--- config.mk ---
export PLATFORM = sky130hd
export DESIGN_NAME = text_command_line_recognizer_top
export DESIGN_NICKNAME = d
export VERILOG_FILES = /design/src/rtl/tclr_pkg.sv /design/src/rtl/tclr_datapath.sv /design/src/rtl/tclr_ctrl.sv /design/src/rtl/text_command_line_recognizer_top.sv
export SDC_FILE = /design/constraint.sdc
export NUM_CORES = 1
export LEC_CHECK = 0
export BUFFER_PORTS_ARGS = -buffer_cell sky130_fd_sc_hd__buf_2
export CAP_MARGIN = 30
export CORE_MARGIN = 3
export CORE_UTILIZATION = 33
export DETAILED_ROUTE_END_ITERATION = 8
export PLACE_DENSITY_LB_ADDON = 0.05
export SLEW_MARGIN = 5
export SYNTH_ARGS = -nofsm -noshare
export SYNTH_HDL_FRONTEND = slang
export SYNTH_HIERARCHICAL = 1
export SYNTH_SLANG_ARGS = --single-unit
--- constraint.sdc ---
create_clock -name i_clk -period 2.7 [get_ports i_clk]
set_input_delay 0 -clock i_clk [delete_from_list [all_inputs] [get_ports i_clk]]
set_output_delay 0 -clock i_clk [all_outputs]
set_load 0.02 [all_outputs]
--- src/rtl/tclr_pkg.sv ---
// ----------------------------------------------------------------------------
// Text command line recogniser package
// Shared sizes, status and command codes, control structs and the fixed
// command vocabulary used by the controller and the datapath.
// ----------------------------------------------------------------------------
package tclr_pkg;

    // Line store geometry.
    localparam int LINE_CAPACITY = 32;
    localparam int ADDR_W        = $clog2(LINE_CAPACITY);
    localparam int LEN_W         = $clog2(LINE_CAPACITY + 1);

    // Vocabulary geometry.
    localparam int VOCAB_COUNT  = 7;
    localparam int MAX_WORD_LEN = 13;

    // Special characters.
    localparam logic [7:0] CHAR_CR      = 8'h0D;
    localparam logic [7:0] CHAR_LF      = 8'h0A;
    localparam logic [7:0] CHAR_LOWER_A = 8'h61;
    localparam logic [7:0] CHAR_LOWER_Z = 8'h7A;
    localparam logic [7:0] CASE_OFFSET  = 8'h20;

    // Parse status codes.
    localparam logic [2:0] ST_PROGRESS = 3'd0;
    localparam logic [2:0] ST_EMPTY    = 3'd1;
    localparam logic [2:0] ST_OVERFLOW = 3'd2;
    localparam logic [2:0] ST_INVALID  = 3'd3;
    localparam logic [2:0] ST_READY    = 3'd4;

    // Command codes.
    localparam logic [2:0] CMD_LED_ON      = 3'd0;
    localparam logic [2:0] CMD_LED_OFF     = 3'd1;
    localparam logic [2:0] CMD_LED_TOGGLE  = 3'd2;
    localparam logic [2:0] CMD_CLEAR_WARN  = 3'd3;
    localparam logic [2:0] CMD_RESET       = 3'd4;
    localparam logic [2:0] CMD_FORCE_FAULT = 3'd5;

    // Commands from the controller to the datapath.
    typedef struct packed {
        logic       append;
        logic       clear_len;
        logic       walk_start;
        logic       walk_step;
        logic       out_load;
        logic       use_match;
        logic [2:0] status;
    } t_dp_cmd;

    // Status from the datapath to the controller.
    typedef struct packed {
        logic is_cr;
        logic is_lf;
        logic len_zero;
        logic len_full;
        logic walk_last;
        logic out_free;
    } t_dp_stat;

    // Vocabulary text, first character in the top byte, zero padded.
    function automatic logic [8*MAX_WORD_LEN-1:0] word_text(input logic [2:0] k);
        logic [8*MAX_WORD_LEN-1:0] text;
        text = '0;
        case (k)
            3'd0:    text = {"LED ON", {7{8'h00}}};
            3'd1:    text = {"LED OFF", {6{8'h00}}};
            3'd2:    text = {"LED TOGGLE", {3{8'h00}}};
            3'd3:    text = "CLEAR WARNING";
            3'd4:    text = {"RESET", {8{8'h00}}};
            3'd5:    text = {"FAULT", {8{8'h00}}};
            3'd6:    text = {"FORCE FAULT", {2{8'h00}}};
            default: text = '0;
        endcase
        return text;
    endfunction

    // Length of each vocabulary word.
    function automatic logic [LEN_W-1:0] word_len(input logic [2:0] k);
        logic [LEN_W-1:0] len;
        len = '0;
        case (k)
            3'd0:    len = LEN_W'(6);
            3'd1:    len = LEN_W'(7);
            3'd2:    len = LEN_W'(10);
            3'd3:    len = LEN_W'(13);
            3'd4:    len = LEN_W'(5);
            3'd5:    len = LEN_W'(5);
            3'd6:    len = LEN_W'(11);
            default: len = '0;
        endcase
        return len;
    endfunction

    // Command code of each vocabulary word.
    function automatic logic [2:0] word_code(input logic [2:0] k);
        logic [2:0] code;
        code = CMD_LED_ON;
        case (k)
            3'd0:    code = CMD_LED_ON;
            3'd1:    code = CMD_LED_OFF;
            3'd2:    code = CMD_LED_TOGGLE;
            3'd3:    code = CMD_CLEAR_WARN;
            3'd4:    code = CMD_RESET;
            3'd5:    code = CMD_FORCE_FAULT;
            3'd6:    code = CMD_FORCE_FAULT;
            default: code = CMD_LED_ON;
        endcase
        return code;
    endfunction

    // Character at position i of vocabulary word k; zero past the longest word.
    function automatic logic [7:0] word_char(input logic [2:0] k,
                                             input logic [ADDR_W-1:0] i);
        logic [8*MAX_WORD_LEN-1:0] text;
        logic [7:0]                ch;
        text = word_text(k);
        ch   = 8'h00;
        for (int p = 0; p < MAX_WORD_LEN; p++) begin
            if (i == ADDR_W'(p)) begin
                ch = text[8*(MAX_WORD_LEN-1-p) +: 8];
            end
        end
        return ch;
    endfunction

endpackage

--- src/rtl/tclr_datapath.sv ---
// ----------------------------------------------------------------------------
// Text command line recogniser datapath
// Holds the line store, the line length, the compare walk and the result
// register. Acts only on commands from the controller.
// ----------------------------------------------------------------------------
module tclr_datapath (
    input  logic                i_clk,
    input  logic                i_rst_n,
    input  logic [7:0]          i_rx_byte,
    input  tclr_pkg::t_dp_cmd   i_cmd,
    output tclr_pkg::t_dp_stat  o_stat,
    input  logic                i_res_stall,
    output logic                o_res_valid,
    output logic [2:0]          o_parse_status,
    output logic [2:0]          o_command_code
);

    logic [7:0]                          r_line_store [tclr_pkg::LINE_CAPACITY];
    logic [tclr_pkg::LEN_W-1:0]          r_len;
    logic [tclr_pkg::LEN_W-1:0]          n_len;
    logic [tclr_pkg::ADDR_W-1:0]         r_idx;
    logic [tclr_pkg::ADDR_W-1:0]         r_rd_idx;
    logic [7:0]                          r_rd_data;
    logic                                r_rd_vld;
    logic [tclr_pkg::VOCAB_COUNT-1:0]    r_match;
    logic [tclr_pkg::VOCAB_COUNT-1:0]    n_match;
    logic [tclr_pkg::VOCAB_COUNT-1:0]    hit;
    logic                                hit_any;
    logic [2:0]                          hit_code;
    logic [7:0]                          wr_byte;
    logic                                r_out_valid;
    logic [2:0]                          r_status;
    logic [2:0]                          r_code;

    // Byte classification and upper-casing of the incoming item.
    always_comb begin
        wr_byte = i_rx_byte;
        if (i_rx_byte inside {[tclr_pkg::CHAR_LOWER_A:tclr_pkg::CHAR_LOWER_Z]}) begin
            wr_byte = i_rx_byte - tclr_pkg::CASE_OFFSET;
        end
    end

    // Status towards the controller.
    always_comb begin
        o_stat.is_cr     = (i_rx_byte == tclr_pkg::CHAR_CR);
        o_stat.is_lf     = (i_rx_byte == tclr_pkg::CHAR_LF);
        o_stat.len_zero  = (r_len == '0);
        o_stat.len_full  = (r_len == tclr_pkg::LEN_W'(tclr_pkg::LINE_CAPACITY));
        o_stat.walk_last = (r_idx == tclr_pkg::ADDR_W'(tclr_pkg::MAX_WORD_LEN - 1))
                        || (tclr_pkg::LEN_W'(r_idx) + tclr_pkg::LEN_W'(1) == r_len);
        o_stat.out_free  = !r_out_valid || !i_res_stall;
    end

    // Line store: one write port for appending, one read port for the walk.
    always_ff @(posedge i_clk) begin
        if (i_cmd.append) begin
            r_line_store[r_len[tclr_pkg::ADDR_W-1:0]] <= wr_byte;
        end
        r_rd_data <= r_line_store[r_idx];
    end

    // Line length.
    always_comb begin
        n_len = r_len;
        if (i_cmd.clear_len) begin
            n_len = '0;
        end else if (i_cmd.append) begin
            n_len = r_len + tclr_pkg::LEN_W'(1);
        end
    end

    always_ff @(posedge i_clk) begin
        if (!i_rst_n) begin
            r_len <= '0;
        end else begin
            r_len <= n_len;
        end
    end

    // Per-word match flags: a word survives while each stored character
    // equals its own character at that position.
    always_comb begin
        n_match = r_match;
        if (i_cmd.walk_start) begin
            n_match = '1;
        end else if (r_rd_vld) begin
            for (int k = 0; k < tclr_pkg::VOCAB_COUNT; k++) begin
                if (tclr_pkg::LEN_W'(r_rd_idx) >= tclr_pkg::word_len(3'(k))
                    || r_rd_data != tclr_pkg::word_char(3'(k), r_rd_idx)) begin
                    n_match[k] = 1'b0;
                end
            end
        end
    end

    // Walk address and pipeline of the read.
    always_ff @(posedge i_clk) begin
        if (!i_rst_n) begin
            r_idx    <= '0;
            r_rd_vld <= 1'b0;
        end else begin
            if (i_cmd.walk_start) begin
                r_idx <= '0;
            end else if (i_cmd.walk_step) begin
                r_idx <= r_idx + tclr_pkg::ADDR_W'(1);
            end
            r_rd_vld <= i_cmd.walk_step;
        end
    end

    always_ff @(posedge i_clk) begin
        r_rd_idx <= r_idx;
        r_match  <= n_match;
    end

    // A word matches only when the whole line has its length.
    always_comb begin
        hit_code = tclr_pkg::CMD_LED_ON;
        for (int k = 0; k < tclr_pkg::VOCAB_COUNT; k++) begin
            hit[k] = r_match[k] && (r_len == tclr_pkg::word_len(3'(k)));
        end
        hit_any = |hit;
        for (int k = tclr_pkg::VOCAB_COUNT - 1; k >= 0; k--) begin
            if (hit[k]) begin
                hit_code = tclr_pkg::word_code(3'(k));
            end
        end
    end

    // Result register.
    always_ff @(posedge i_clk) begin
        if (!i_rst_n) begin
            r_out_valid <= 1'b0;
        end else if (i_cmd.out_load) begin
            r_out_valid <= 1'b1;
        end else if (!i_res_stall) begin
            r_out_valid <= 1'b0;
        end
    end

    always_ff @(posedge i_clk) begin
        if (i_cmd.out_load) begin
            if (i_cmd.use_match) begin
                r_status <= hit_any ? tclr_pkg::ST_READY : tclr_pkg::ST_INVALID;
                r_code   <= hit_any ? hit_code : tclr_pkg::CMD_LED_ON;
            end else begin
                r_status <= i_cmd.status;
                r_code   <= tclr_pkg::CMD_LED_ON;
            end
        end
    end

    assign o_res_valid    = r_out_valid;
    assign o_parse_status = r_status;
    assign o_command_code = r_code;

    // The line length never exceeds the store.
    a_len_bound: assert property (@(posedge i_clk) disable iff (!i_rst_n)
        r_len <= tclr_pkg::LEN_W'(tclr_pkg::LINE_CAPACITY))
        else $error("line length beyond capacity");

    // Nothing is appended to a full line.
    a_no_append_full: assert property (@(posedge i_clk) disable iff (!i_rst_n)
        i_cmd.append |-> !o_stat.len_full)
        else $error("append to a full line");

    // A result is never loaded over one that is still waiting.
    a_load_free: assert property (@(posedge i_clk) disable iff (!i_rst_n)
        i_cmd.out_load |-> o_stat.out_free)
        else $error("result overwritten while stalled");

    // The command code is zero unless a command is ready.
    a_code_zero: assert property (@(posedge i_clk) disable iff (!i_rst_n)
        (r_out_valid && r_status != tclr_pkg::ST_READY) |-> r_code == tclr_pkg::CMD_LED_ON)
        else $error("command code set without a ready command");

endmodule

--- src/rtl/tclr_ctrl.sv ---
// ----------------------------------------------------------------------------
// Text command line recogniser controller
// State machine that accepts items, sequences the line-end compare walk and
// issues commands to the datapath.
// ----------------------------------------------------------------------------
module tclr_ctrl (
    input  logic                i_clk,
    input  logic                i_rst_n,
    input  logic                i_rx_valid,
    output logic                o_rx_stall,
    input  tclr_pkg::t_dp_stat  i_stat,
    output tclr_pkg::t_dp_cmd   o_cmd
);

    localparam logic [1:0] S_IDLE   = 2'd0;
    localparam logic [1:0] S_WALK   = 2'd1;
    localparam logic [1:0] S_DRAIN  = 2'd2;
    localparam logic [1:0] S_RESULT = 2'd3;

    logic [1:0] r_state;
    logic [1:0] n_state;
    logic       accept;

    // Items are taken only in idle and when the result register can take one.
    assign o_rx_stall = !(r_state == S_IDLE && i_stat.out_free);
    assign accept     = i_rx_valid && !o_rx_stall;

    // Next state and datapath commands.
    always_comb begin
        n_state = r_state;
        o_cmd   = '0;
        case (r_state)
            S_IDLE: begin
                if (accept) begin
                    if (i_stat.is_cr) begin
                        o_cmd.out_load = 1'b1;
                        o_cmd.status   = tclr_pkg::ST_PROGRESS;
                    end else if (i_stat.is_lf) begin
                        if (i_stat.len_zero) begin
                            o_cmd.out_load = 1'b1;
                            o_cmd.status   = tclr_pkg::ST_EMPTY;
                        end else begin
                            o_cmd.walk_start = 1'b1;
                            n_state          = S_WALK;
                        end
                    end else if (i_stat.len_full) begin
                        o_cmd.clear_len = 1'b1;
                        o_cmd.out_load  = 1'b1;
                        o_cmd.status    = tclr_pkg::ST_OVERFLOW;
                    end else begin
                        o_cmd.append   = 1'b1;
                        o_cmd.out_load = 1'b1;
                        o_cmd.status   = tclr_pkg::ST_PROGRESS;
                    end
                end
            end
            S_WALK: begin
                o_cmd.walk_step = 1'b1;
                if (i_stat.walk_last) begin
                    n_state = S_DRAIN;
                end
            end
            S_DRAIN: begin
                n_state = S_RESULT;
            end
            S_RESULT: begin
                if (i_stat.out_free) begin
                    o_cmd.out_load  = 1'b1;
                    o_cmd.use_match = 1'b1;
                    o_cmd.clear_len = 1'b1;
                    n_state         = S_IDLE;
                end
            end
            default: begin
                n_state = S_IDLE;
            end
        endcase
    end

    always_ff @(posedge i_clk) begin
        if (!i_rst_n) begin
            r_state <= S_IDLE;
        end else begin
            r_state <= n_state;
        end
    end

    // A line end on a non-empty line starts the walk.
    a_lf_walk: assert property (@(posedge i_clk) disable iff (!i_rst_n)
        (accept && i_stat.is_lf && !i_stat.len_zero) |=> r_state == S_WALK)
        else $error("line end did not start the compare walk");

    // The drain cycle always follows the last walk step.
    a_drain: assert property (@(posedge i_clk) disable iff (!i_rst_n)
        (r_state == S_DRAIN) |-> $past(r_state) == S_WALK)
        else $error("drain entered outside a walk");

endmodule

--- src/rtl/text_command_line_recognizer_top.sv ---
// ----------------------------------------------------------------------------
// Text command line recogniser top level
// Gives one parse status per received byte and a command code when a line
// matches the fixed command vocabulary.
//
//   Channel   Direction  Handshake                Payload
//   rx        in         i_rx_valid / o_rx_stall  i_rx_byte[7:0]
//   res       out        o_res_valid / i_res_stall o_parse_status[2:0],
//                                                  o_command_code[2:0]
//
// Carriage return, ordinary bytes, overflow and empty lines are answered from idle.
// A line end on a non-empty line walks min(length, 13) characters: the line
// store is walked one character a cycle through its single read port.
// Reset is synchronous and clears the line length; store contents stay
// undefined until written. While a result is stalled the input is stalled
// too; the result register holds its item until it is taken.
// ----------------------------------------------------------------------------
module text_command_line_recognizer_top (
    input  logic       i_clk,
    input  logic       i_rst_n,
    input  logic       i_rx_valid,
    output logic       o_rx_stall,
    input  logic [7:0] i_rx_byte,
    output logic       o_res_valid,
    input  logic       i_res_stall,
    output logic [2:0] o_parse_status,
    output logic [2:0] o_command_code
);

    tclr_pkg::t_dp_cmd  cmd;
    tclr_pkg::t_dp_stat stat;

    // Control.
    tclr_ctrl u_ctrl (
        .i_clk      (i_clk),
        .i_rst_n    (i_rst_n),
        .i_rx_valid (i_rx_valid),
        .o_rx_stall (o_rx_stall),
        .i_stat     (stat),
        .o_cmd      (cmd)
    );

    // Storage and compare.
    tclr_datapath u_datapath (
        .i_clk          (i_clk),
        .i_rst_n        (i_rst_n),
        .i_rx_byte      (i_rx_byte),
        .i_cmd          (cmd),
        .o_stat         (stat),
        .i_res_stall    (i_res_stall),
        .o_res_valid    (o_res_valid),
        .o_parse_status (o_parse_status),
        .o_command_code (o_command_code)
    );

endmodule

==> impl_metrics.json <==
{
  "synth_seq_area_share_pct": 66.2,
  "drive_above_1_share_pct": 26.7,
  "async_flop_share_pct": 0,
  "numClockSinks": 297,
  "grt_pass1_vias": 7857,
  "setup_viol": 0,
  "slowest_stage": "nor3_1",
  "min_to": "u_datapath/r_line_store[5][3]",
  "grt_max_degree": 35,
  "endpoint_kind": "flip-flop",
  "num_antenna_cells": 0,
  "coreArea_um2": 38200,
  "min-delay-start": "i_rx_byte[3]",
  "worst_r2r_path_depth": 9,
  "report.final.slew_viol_count": 0,
  "clk_path_buf_depth": 3,
  "r2r_end": "u_datapath/r_line_store[0][3]",
  "ioPinCount": 20,
  "synth_top_cell_by_area": "edfxtp_1",
  "yosysWarningCount": 6,
  "netlist_area_um2": 12900,
  "yosysUniqueCellTypes": 62,
  "period_minus_slack_ns": 2.49,
  "status": "complete, no violations",
  "die_y_um": 204,
  "path_delay_family": "simple AND/OR/NAND/NOR gates",
  "p_leak_nw": 4.84,
  "synth_edf_count": 262,
  "grt.total_usage_pct": 16.3,
  "vdd_ir_drop_max_v": 0.000530,
  "initial_core_util_pct": 33.9,
  "critPathRequiredTime_ns": 2.96,
  "final_util_pct": 39.5,
  "h-tree-depth": 1,
  "place_congestion": 0.816,
  "dp_hpwl_mm": 22.7,
  "synth_most_common_cell": "edfxtp_1",
  "routed_wl_mm": 33.3,
  "path_cells": "inv_1 > ha_1 > nor2b_1 > and3_1 > nor3_1 > buf_4 > nand2b_1 > nor3_1 > buf_4",
  "grt_setup_unrepaired": "no",
  "critPathKind": "flip-flop to flip-flop",
  "clock-root-buffer": "clkbuf_16",
  "drt_iter0_drc": 474,
  "post-route-period-util_pct": 92.3,
  "fin_skew_ns": 0.0183,
  "setup_tns_ns": 0,
  "overflow": 0,
  "synthCells": 809,
  "io_buffers": 19,
  "cts_buffers": 31,
  "row_count": 71,
  "finalNetCount": 918,
  "synth.avg_cell_area_um2": 16.0,
  "synthFlopType": "edfxtp_1",
  "fillers": 3610,
  "hold_path_class": "input port to flip-flop",
  "area_growth_pct": 16.7,
  "max_freq_ghz": 0.401,
  "avgRoutedWirePerCell_um": 23.3,
  "ant_nets": 0,
  "worstMarginPinSlew_ns": 0.888,
  "hold-path-cell-count": 2,
  "grt_pass1_wl_mm": 50.8,
  "cp_num_buf_inv": 3,
  "path_clk_slew_ns": 0.06,
  "ys_top_cells_by_area": "edfxtp_1 (61%), mux4_2 (14%), dfxtp_1 (5.4%), nor2_1 (1.7%), ha_1 (1.2%)",
  "drc_errors": 0,
  "yosys-top-cells-count": "edfxtp_1 (262), mux4_2 (80), nor2_1 (58)",
  "slew-limit-headroom_pct": 40.6,
  "cts_tree": "yes",
  "vias": 7331,
  "ys_ff_latch": 297,
  "dieWidth_um": 204,
  "max_stage_delay_ns": 0.34,
  "first_pass_iters": 7,
  "power_density_nw_per_um2": 623,
  "viasPerCell": 5.13,
  "synth_nets": 833,
  "synth_top_area_share_pct": 60.8,
  "dieArea_um2": 41600,
  "r2r_start": "u_datapath/r_len[0]",
  "maxCapViolCount": 0,
  "insertion_delay_ns": 0.57,
  "crit_path_max_fanout": 8,
  "cp_data_arrival_time_ns": 2.75,
  "crit_path_start_kind": "flip-flop",
  "r2r_slack_ns": 0.21,
  "post-cts-setup-buffer-count": 0,
  "antenna_found_initial": 0,
  "hold_viol_final": 0
}
[metrics by stage]
step | cell area (um2) | hold slack (ns) | total power, W | setup WS [ns] | cells
final | 15100 | 0.0153 | 0.00941 | 0.208 | 1429
after global routing | 15100 | 0.0280 | 0.00979 | 0.0393 | 1429
after CTS | 15100 | 0.00547 | 0.00956 | 0.0800 | 1429
after detailed placement | 14100 | 0.283 | 0.00560 | 0.127 | 1365
after global placement | 14100 | 0.270 | 0.00559 | 0.117 | 1365
after floorplan | 13000 | 0.0989 | 0.00537 | 0.0297 | 809
[worst reg2reg max path: stages (launching register included)]
cell and delay, ns:
dfxtp_1 0.33, inv_1 0.07, ha_1 0.21, nor2b_1 0.14
and3_1 0.20, nor3_1 0.31, buf_4 0.20, nand2b_1 0.12
nor3_1 0.34, buf_4 0.26
[cell type report]
type	instances	area (um2)	share of cell area, %
Tap cell	511	639	4.23
Timing Repair Buffer	104	801	5.30
Multi-Input combinational cell	438	4080	27.0
Inverter	22	82.6	0.547
Clock inverter	18	119	0.787
Sequential cell	297	8580	56.8
Clock buffer	39	806	5.33
[state kept, by name, summed over array words and instances (netlist names)]
register and cells:
u_datapath/r_line_store 256, u_datapath/r_rd_data 8, u_datapath/r_match 7, u_datapath/r_len 6, u_datapath/r_idx 5, u_datapath/r_rd_idx 5, u_datapath/o_command_code 3, u_datapath/o_parse_status 3
u_ctrl/r_state 2, u_datapath/o_res_valid 1, u_datapath/r_rd_vld 1
[where the power goes]
part	internal (W)	leakage, nW	switching [W]
Clock	0.00220	0.439	0.00172
Combinational	0.000154	1.75	0.000256
Sequential	0.00504	2.65	0.0000446
Total	0.00740	4.84	0.00202
[routing by layer]
layer | up-vias | global-route usage (%) | routed length [um]
met1 | 3825 | 22.2 | 14900
met5 | - | 0 | 0
li1 | 3360 | - | -
met3 | 37 | 2.02 | 966
met2 | 109 | 28.2 | 16900
met4 | 0 | 3.47 | 525
[timing repair]
item | 4_1_cts | 5_1_grt
endpoints found under the hold margin | 39 | 0
hold buffers | 7 | 0
resized for setup | 0 | 3
endpoints found under the setup margin | 0 | 49
[logic make-up (layout without fill, tap and decap cells)]
kind of cell	after synthesis	count (layout)	synth area share [%]
flops	297	297	66.2
simple gates	198	198	7.76
buf+inv	74	183	2.43
fa+ha+maj	12	12	1.16
other cells	1	1	0.0290
compound gates	100	100	5.12
xor+xnor	32	32	2.16
mux	95	95	15.2
[cells in the final DEF, fill, tap and decap left out, types with 5 or more instances in the layout]
master and instances:
nand4_1 7, and3_1 7, dfxtp_1 33, edfxtp_1 262
nor4_1 6, xor2_1 15, inv_1 21, clkinv_1 8
a21o_1 5, buf_4 74, nand2_1 35, xnor2_1 17
ha_1 12, nand2b_1 13, clkbuf_16 31, nor2b_1 9
mux2i_1 7, buf_2 19, nand3_1 19, dlygate4sd3_1 7
o22ai_1 6, nor2_1 57, clkbuf_1 8, nor3_1 13
mux2_2 8, o21ai_0 22, a211oi_1 7, a21oi_1 22
mux4_2 80
[how the worst max path moves through the flow]
stage	start	cells past startpoint	endpoint	slack [ns]
finish	u_datapath/r_len[0]	9	u_datapath/r_line_store[0][3]	0.21
global route	u_datapath/r_len[1]	9	u_datapath/r_line_store[0][3]	0.04
CTS	u_datapath/r_len[0]	9	u_datapath/r_line_store[6][1]	0.08
detailed placement	u_datapath/r_len[0]	9	u_datapath/r_line_store[6][1]	0.13
global placement	u_datapath/r_len[0]	9	u_datapath/r_line_store[5][7]	0.12
floorplan	u_datapath/r_len[0]	8	u_datapath/r_line_store[14][0]	0.03
Power figures use the tool's default switching activity.
